File: src/sv/npma_pkg.sv
package npma_pkg;

    localparam int INDEX_BITS = 8;
    localparam int KIND_BITS = 3;

    localparam logic [KIND_BITS-1:0] KIND_LOAD_A = 3'd0;
    localparam logic [KIND_BITS-1:0] KIND_LOAD_B = 3'd1;
    localparam logic [KIND_BITS-1:0] KIND_MAC = 3'd2;
    localparam logic [KIND_BITS-1:0] KIND_CLEAR = 3'd3;
    localparam logic [KIND_BITS-1:0] KIND_READ = 3'd4;

    typedef struct packed {
        logic load_a;
        logic load_b;
        logic host_read;
        logic clr_step;
        logic mac_step;
    } cmd_t;

    typedef struct packed {
        logic j_last;
        logic i_last;
        logic pipe_busy;
    } status_t;

endpackage

File: src/sv/npma_ctrl.sv
module npma_ctrl
(
    input  logic                           clk,
    input  logic                           rst_n,
    input  logic                           start,
    input  logic [npma_pkg::KIND_BITS-1:0] kind,
    input  npma_pkg::status_t              status,
    output npma_pkg::cmd_t                 cmd,
    output logic                           busy,
    output logic                           done,
    output logic [npma_pkg::KIND_BITS-1:0] done_kind
);

    typedef enum logic [4:0] {
        ST_INIT  = 5'b00001,
        ST_IDLE  = 5'b00010,
        ST_CLEAR = 5'b00100,
        ST_MAC   = 5'b01000,
        ST_DRAIN = 5'b10000
    } state_t;

    state_t                           state_reg;
    state_t                           state_next;
    logic                             done_reg;
    logic                             done_next;
    logic [npma_pkg::KIND_BITS-1:0]   kind_reg;
    logic                             accept;

    assign busy = (state_reg != ST_IDLE);
    assign accept = start && (state_reg == ST_IDLE);
    assign done = done_reg;
    assign done_kind = kind_reg;

    always_comb
    begin
        state_next = state_reg;
        done_next = 1'b0;
        cmd = '0;
        case (state_reg)
            ST_INIT:
            begin
                cmd.clr_step = 1'b1;
                if (status.j_last)
                begin
                    state_next = ST_IDLE;
                end
            end
            ST_IDLE:
            begin
                if (accept)
                begin
                    case (kind)
                        npma_pkg::KIND_LOAD_A:
                        begin
                            cmd.load_a = 1'b1;
                            done_next = 1'b1;
                        end
                        npma_pkg::KIND_LOAD_B:
                        begin
                            cmd.load_b = 1'b1;
                            done_next = 1'b1;
                        end
                        npma_pkg::KIND_READ:
                        begin
                            cmd.host_read = 1'b1;
                            done_next = 1'b1;
                        end
                        npma_pkg::KIND_MAC:
                        begin
                            state_next = ST_MAC;
                        end
                        npma_pkg::KIND_CLEAR:
                        begin
                            state_next = ST_CLEAR;
                        end
                        default:
                        begin
                            done_next = 1'b1;
                        end
                    endcase
                end
            end
            ST_CLEAR:
            begin
                cmd.clr_step = 1'b1;
                if (status.j_last)
                begin
                    state_next = ST_IDLE;
                    done_next = 1'b1;
                end
            end
            ST_MAC:
            begin
                cmd.mac_step = 1'b1;
                if (status.j_last && status.i_last)
                begin
                    state_next = ST_DRAIN;
                end
            end
            ST_DRAIN:
            begin
                if (!status.pipe_busy)
                begin
                    state_next = ST_IDLE;
                    done_next = 1'b1;
                end
            end
            default:
            begin
                state_next = ST_IDLE;
            end
        endcase
    end

    always_ff @(posedge clk or negedge rst_n)
    begin
        if (!rst_n)
        begin
            state_reg <= ST_INIT;
            done_reg <= 1'b0;
        end
        else
        begin
            state_reg <= state_next;
            done_reg <= done_next;
        end
    end

    always_ff @(posedge clk)
    begin
        if (accept)
        begin
            kind_reg <= kind;
        end
    end

endmodule

File: config.mk
export PLATFORM = sky130hd
export DESIGN_NAME = npma_ctrl
export DESIGN_NICKNAME = d
export VERILOG_FILES = /design/src/sv/npma_pkg.sv /design/src/sv/npma_ctrl.sv
export SDC_FILE = /design/constraint.sdc
export NUM_CORES = 1
export LEC_CHECK = 0
export ABC_AREA = 1
export BUFFER_PORTS_ARGS = -buffer_cell sky130_fd_sc_hd__buf_4
export CORE_AREA = 8 8 45 47
export CTS_BUF_LIST = sky130_fd_sc_hd__clkbuf_4
export DETAILED_ROUTE_END_ITERATION = 10
export DIE_AREA = 0 0 53 55
export GPL_TIMING_DRIVEN = 0
export PLACE_DENSITY = 0.76
export SETUP_SLACK_MARGIN = 0.3
export SLEW_MARGIN = 10
export SYNTH_ARGS = -nofsm -noshare
export SYNTH_HDL_FRONTEND = slang
export SYNTH_SLANG_ARGS = --single-unit
File: constraint.sdc
create_clock -name clk -period 1.9 [get_ports clk]
set_input_delay 0.19 -clock clk [delete_from_list [all_inputs] [get_ports clk]]
set_output_delay 0.19 -clock clk [all_outputs]
set_load 0.01 [all_outputs]
**After elaboration in Yosys (flattened, before gate mapping)**

Index checks and enable logic that the tools add are counted.

- Eq/ne operators: 15
- Multiplexer cells: 18
- Reduce and logical (&&, ||, !) cells: 6

Operators with widths:

| operator | count |
|---|---|
| 5-bit 2-to-1 mux | 4 |
| 5-bit one-hot mux with 4 select lines | 1 |
| 5-bit one-hot mux with 2 select lines | 1 |
| 1-bit 2-to-1 mux | 9 |
| 3-bit by 2-bit == test with 1-bit output (second input constant) | 2 |
| 3-bit 2-to-1 mux | 2 |
| 2-bit inequality test (second input constant) | 3 |
| 5-bit by 1-bit == test with 1-bit output (second input constant) | 1 |
| 5-bit by 2-bit == test with 1-bit output (second input constant) | 1 |
| 5-bit by 3-bit == test with 1-bit output (second input constant) | 1 |
| 5-bit by 4-bit == test with 1-bit output (second input constant) | 1 |
| 5-bit == test (second input constant) | 1 |
| 5-bit by 2-bit inequality test with 1-bit output (second input constant) | 1 |
| 5-bit AND reduction | 1 |
| 2-bit OR reduction | 2 |
| 3-bit by 1-bit == test with 1-bit output (second input constant) | 1 |
| 3-bit == test (second input constant) | 1 |
| 3-bit zero test | 1 |
| 3-bit by 1-bit inequality test with 1-bit output (second input constant) | 1 |
| 1-bit one-hot mux with 3 select lines | 1 |
| 1-bit logical AND | 2 |
| 2-bit by 1-bit inequality test with 1-bit output (second input constant) | 1 |

- Register bits: 9
- Bits of input ports: 9

**Logic depth before layout (Yosys ltp)**

Gate-level depths: netlist of run 1.

- Depth in word-level cells: 5
- Depth in mapped cells: 8

**Least setup slack after synthesis of run 1**

No wires, ideal clock.

- Path kind: register -> output
- Start: register state_reg[3]
- End: output port cmd[3] (netlist bit)
- Arrival time: 1.087 ns
- Data required time: 1.710 ns
- Slack: 0.623 ns
- Cell stages (with the launch flop): 6
- Buffers on the path: 0
- Cell sequence: dfrtp_1 nor2_2 nand2_2 nor2_4 nand2_2 nor4_2

RTL lines:

| element | line | source |
|---|---|---|
| from (decl) | npma_ctrl.sv:22 | `state_t state_reg;` |
| from (signal assigned) | npma_ctrl.sv:124 | `state_reg <= state_next;` |
| to (decl) | npma_ctrl.sv:8 | `output npma_pkg::cmd_t cmd,` |

==> metrics, run 1 <==
crit path launch=state_reg[4]; starting density of the core=between 30 and 40%; first-pass GRT wire length=between 2000 and 2500 µm; Placed Cells=between 90 and 100; Synth Area per Inst=8.47 µm²; vias=523; crit path kind=reg2out; CTS tree=done; Max Clock Freq=637 MHz; Setup crit end kind=output port; total leakage power=0.410 nW; grt ovf=0; CP Max Fanout=5; core area=approximately 1400 µm²; crit path launch type=register; part of the power in registers=between 30% and 40%; PwrDens=1260 nW/µm²; CP max-delay cell=dfrtp_1; I/O pin cnt=19; Sum Neg Setup Slack=0 ps; Async S/R FF share, synth=66.7%; Clk Latency, worst-skew pair=260 ps; area share of the largest cell type after synthesis=between 20% and 30%; simple-gate share of the synthesized area=a little over two fifths; P_int=0.585 mW; Max VDD drop=approximately 0.67 mV; hpwl dp=slightly below 1000 µm; Distinct cells, synth=22; final setup fails=0; top post-synthesis cells by count=12 x nand2_1, 7 x inv_1, 6 x nand4_1; worst slew pin tran=226 ps; Worst slew margin=a little over four fifths; diode count=0; post-route cell area=around 780 µm²; Mapped Cells=between 60 and 70; clock buffer count from CTS=3; Synth-to-Final Area Change=43.9%; Yosys reg bits=9; final wirelength=between 1000 and 1500 µm; worst slack, placed=~480 ps; ys flop type=dfrtp_1; Power Total=approximately 0.98 mW; initial antenna violation count=0; storage element area=~240 µm²; HP Class=in2reg; count leader, synth=nand2_1; Post-Place Cell Area=approximately 700 µm²; final worst slack=between 300 and 400 ps; unrepaired setup endpoints after global routing=true; DRC=0; die width=approximately 53 µm; Fin Hold WS=~130 ps; H-tree depth=1; final period utilization=between 80% and 90%; max reg flops=5; row cnt=14; Hold Path Origin=kind[0]; Syn Std Cell Area=between 500 and 600 µm²; sw frac=40.3%; MaxCap Viol Count=0; Net Sw Power=just under 0.4 mW; critical path required time=around 1700 ps; worst r2r src=state_reg[0]; sequential area share after synthesis=between 40% and 50%; 1st-pass router iterations=3; largest family of logic cells by synthesized area=simple AND/OR/NAND/NOR gates; Buffers on Ports=18; Routed Antenna Nets=0; Syn Nets=73; outcome=finished, final reports clean; cell accounting for the most synthesized area=dfrtp_1; number of nets in the layout=101; Yosys warnings=0; fin util=a little under three fifths; skew final=about 0.8 ps; GRT Total Usage=under 10%; chip height=roughly 55 µm; Synth Area in Adders=0%; number of flops mapped to enable cells by yosys=3; clock root cell=clkbuf_4; number of global-route vias before repair=around 530; clock power share=between 10% and 20%; DIE AREA=2920 µm²; Worst-path clk slew=~60 ps; Comb pwr share=53.2%; Routability Congestion=a little under 0.9; Synth Area in XOR/XNOR=0%; layout cells sized above 1=49.5%; wire length per cell=11.7 µm; number of fill cells in the layout=122; largest net degree at the start of global routing=7; multiplexer share of the synthesized area=0%; Synth area leaders=dfrtp_1 23%, edfxtp_1 17%, nand2_1 8.3%; Multi-input gate area=272 µm²; Critical Path AT=1380 ps; starting DRC count in detailed routing=9; min Tclk post-route=around 1600 ps; final-report max-slew violation count=0; CP max stage delay=around 400 ps; vias per std cell=4.89; final hold viol count=0; Clock Tree Buf Depth=2; Layout Cells excl Fill=around 110; critical path cell sequence=inv_2 > nand2_1 > nor2_4 > nand2_4 > nor4_2 > buf_4; clock sinks=9; Synth Area in Compound Gates=5.08%
logic make-up after synthesis:
family | after synthesis
and+or+nand+nor | 40
AOI/OAI and AO/OA | 4
buffers and inverters | 11
DFF | 9
layout by cell type, fill, tap and decap left out:
| cell | n |
|---|---|
| buf_4 | 22 |
| clkbuf_4 | 4 |
| dfrtp_1 | 5 |
| dfstp_2 | 1 |
| dlygate4sd3_1 | 1 |
| edfxtp_1 | 3 |
| inv_1 | 7 |
| inv_2 | 4 |
| nand2_1 | 12 |
| nand2_2 | 2 |
| nand2_4 | 2 |
| nand3_1 | 4 |
| nand3_2 | 1 |
| nand4_1 | 6 |
| nor2_1 | 4 |
| nor2_2 | 2 |
| nor2_4 | 2 |
| nor3_2 | 2 |
| nor3b_1 | 1 |
| nor4_2 | 1 |
| o21ai_0 | 1 |
| o21ai_1 | 1 |
| o21ai_2 | 1 |
| o221ai_1 | 1 |
| or2_2 | 1 |
worst max-delay path: cells and delay by family (launching register included):
| family | cells | cell delay (ps) |
|---|---|---|
| buffers and inverters | 2 | 260 |
| flip-flops | 1 | 400 |
| AND/OR/NAND/NOR | 4 | 470 |
power by group through the flow:
| stage | combinational (mW) | sequential (mW) | clock, mW |
|---|---|---|---|
| 2_1_floorplan | 0.288 | 0.308 | 0 |
| 3_3_place_gp | 0.434 | 0.299 | 0 |
| 3_5_place_dp | 0.440 | 0.301 | 0 |
| 4_1_cts | 0.495 | 0.296 | 0.167 |
| 5_1_grt | 0.579 | 0.303 | 0.174 |
| 6_report | 0.522 | 0.297 | 0.162 |
layer usage:
layer | wire length (µm) | global-route usage (%) | vias up | share of wire [%]
li1 | - | - | 268 | -
met1 | 490 | 10.2 | 236 | 39
met2 | 626 | 16.4 | 16 | 50
met3 | 119 | 4.01 | 3 | 9.5
met4 | 17 | 3.88 | 0 | 1.4
met5 | 0 | 0 | - | 0
cell type report:
type / count / area share [%]
Inverter: 11 / 5.30
Tap cell: 16 / 2.57
Multi-Input combinational cell: 44 / 34.8
Clock buffer: 4 / 3.85
Timing Repair Buffer: 23 / 22.5
Sequential cell: 9 / 31.0
final timing paths:
path	endpoint	slack [ps]	cells after the start
worst max-delay path	cmd[3]	330	6
worst min-delay path	done_kind[0]	130	1
max in group asynchronous	state_reg[0]	1430	2
worst min register to register	state_reg[0]	480	2
min in group asynchronous	state_reg[3]	270	2
worst max register to register	state_reg[2]	600	8
repair_timing:
| action | in CTS | in global routing |
|---|---|---|
| resized for setup | 2 | 1 |
| setup buffers | 3 | 1 |
| hold endpoints to repair | 6 | 0 |
| endpoints found under the setup margin | 3 | 3 |
| hold buffers | 1 | 0 |
| pin swaps | 1 | 0 |
Note: power is estimated with default switching activity, not from simulation.
==> run 2: changes to the inputs <==
==> constraint.sdc (replaced) <==
create_clock -name clk -period 1.6 [get_ports clk]
set_input_delay 0.16 -clock clk [delete_from_list [all_inputs] [get_ports clk]]
set_output_delay 0.16 -clock clk [all_outputs]
set_load 0.01 [all_outputs]
==> run 2 against run 1 <==
Against the previous run: largest cell class unchanged; global-route usage grew 2.0 points; clock power grew 23%; routed wire length grew 45%; register-to-register slack lost 450 ps; sequential power grew 20%; non-clock buffer count grew 11; die area is the same; critical path type unchanged; design area grew 18%; total power grew 49%; count of clock-buffer cells in the layout is the same; via count grew 18%; cell count grew 10%.
==> metrics, run 2 (synthesized netlist as in run 1, its figures left out) <==
final-report max-slew violation count=0 (unchanged); clock root cell=clkbuf_4; Worst-path clk slew=60 ps (about the same); storage element area=241 µm² (unchanged); worst r2r src=state_reg[3]; Worst slew margin=82.2% (-2.7 points); Max VDD drop=0.894 mV (+33%); Routability Congestion=0.879 (unchanged); Critical Path AT=1410 ps (+30 ps); largest net degree at the start of global routing=7 (unchanged); vias per std cell=5.24 (+7.1%); initial antenna violation count=0 (unchanged); GRT Total Usage=11.6% (+2.0 points); HP Class=in2reg; crit path launch type=register; post-route cell area=917 µm² (+18%); outcome=finished, final reports clean; Synth-to-Final Area Change=69.3%; 1st-pass router iterations=4 (+1); clock sinks=9 (unchanged); unrepaired setup endpoints after global routing=true; number of fill cells in the layout=114 (-6.6%); wire length per cell=15.4 µm (+32%); Multi-input gate area=310 µm² (+14%); commonest non-fill, non-tap cell in the layout=buf_4; starting DRC count in detailed routing=8 (-1); H-tree depth=1 (unchanged); diode count=0 (unchanged); final hold viol count=0 (unchanged); Clk Latency, worst-skew pair=270 ps (about the same); CTS tree=done; final period utilization=a little over nine tenths; Hold Path Origin=kind[0]; Clock Tree Buf Depth=2 (unchanged); Power Total=1.46 mW (+49%); number of nets in the layout=112 (+11%); MaxCap Viol Count=0 (unchanged); Buffers on Ports=18 (unchanged); first-pass GRT wire length=2570 µm (+20%); starting density of the core=39.2% (unchanged); final setup fails=0 (unchanged); layout cells sized above 1=62.7% (+13 points); hpwl dp=962 µm (unchanged); DIE AREA=2920 µm² (unchanged); crit path kind=reg2out; die width=53 µm (unchanged); critical path required time=1440 ps (-270 ps); Placed Cells=98 (unchanged); vias=618 (+18%); Sum Neg Setup Slack=0 ps (unchanged); chip height=55 µm (unchanged); grt ovf=0 (unchanged); number of global-route vias before repair=570 (+7.3%); Fin Hold WS=98.0 ps (-33.6 ps); max reg flops=5 (unchanged); PwrDens=1590 nW/µm² (+27%); Routed Antenna Nets=0 (unchanged); Max Clock Freq=about 640 MHz; DRC=0 (unchanged); total leakage power=0.468 nW (+14%); Layout Cells excl Fill=118 (+10%); Setup crit end kind=output port; row cnt=14 (unchanged); I/O pin cnt=19 (unchanged); worst slew pin tran=266 ps (+39.9 ps); core area=1380 µm² (unchanged); skew final=3.31 ps (+2.51 ps); min Tclk post-route=1570 ps; clock buffer count from CTS=3 (unchanged); final wirelength=1820 µm (+45%); CP Max Fanout=4 (-1); commonest non-fill, non-tap cells in the layout=30 x buf_4, 8 x nand2_1, 7 x inv_1; Post-Place Cell Area=697 µm² (unchanged); crit path launch=state_reg[3]
[run 2: cell types whose count changed in the layout (fill, tap and decap cells not counted), sizes merged]
| cell | previous run | this run |
|---|---|---|
| buf | 22 | 33 |
[run 2: final cells by class]
class	count	share of cell area, %
Inverter	11	5.05
Multi-Input combinational cell	44	33.8
Sequential cell	9	26.3
Timing Repair Buffer	34	29.3
Clock buffer	4	3.27
Tap cell	16	2.18
[run 2: power breakdown]
| group | switching, mW | internal (mW) |
|---|---|---|
| combinational | 0.467 | 0.439 |
| clock | 0.0867 | 0.113 |
| sequential | 0.0472 | 0.309 |
[run 2: layer usage]
layer / GRT usage (%) / up-vias / part of all wire, %
li1: - / 291 / -
met1: 12.6 / 300 / 40
met2: 20.3 / 24 / 52
met3: 4.28 / 3 / 7.8
met4: 4.31 / 0 / 0.71
met5: 0 / - / 0
[run 2: worst paths after layout]
path                                endpoint  slack, ps  cells after the start
max in group asynchronous       state_reg[0]       1150                      2
worst max register to register  done_kind[1]        150                      7
worst max-delay path                  cmd[3]         30                      6
min in group asynchronous               done        240                      2
worst min-delay path            done_kind[0]        100                      1
worst min register to register  state_reg[0]        510                      2
[run 2: critical path, cell delays in order, from the launching register on]
cell	delay, ps
dfrtp_1	410
nor2_4	160
nand2_4	70
nor2_4	120
nand2_4	80
nor4_2	140
buf_4	160
[run 2: repair_timing]
action	in CTS	in global routing
hold endpoints to repair	6	0
hold buffers	1	0
pin swaps	7	10
setup endpoints to repair	9	15
resized for setup	9	9
buffers inserted	9	6
[run 2: stage by stage]
step                      setup WS [ps]  utilization, %
final                              28.3            66.3
after global routing              -31.8            66.3
after CTS                          49.3            60.5
after detailed placement            213            50.4
after global placement              240            50.4
after floorplan                     353               -
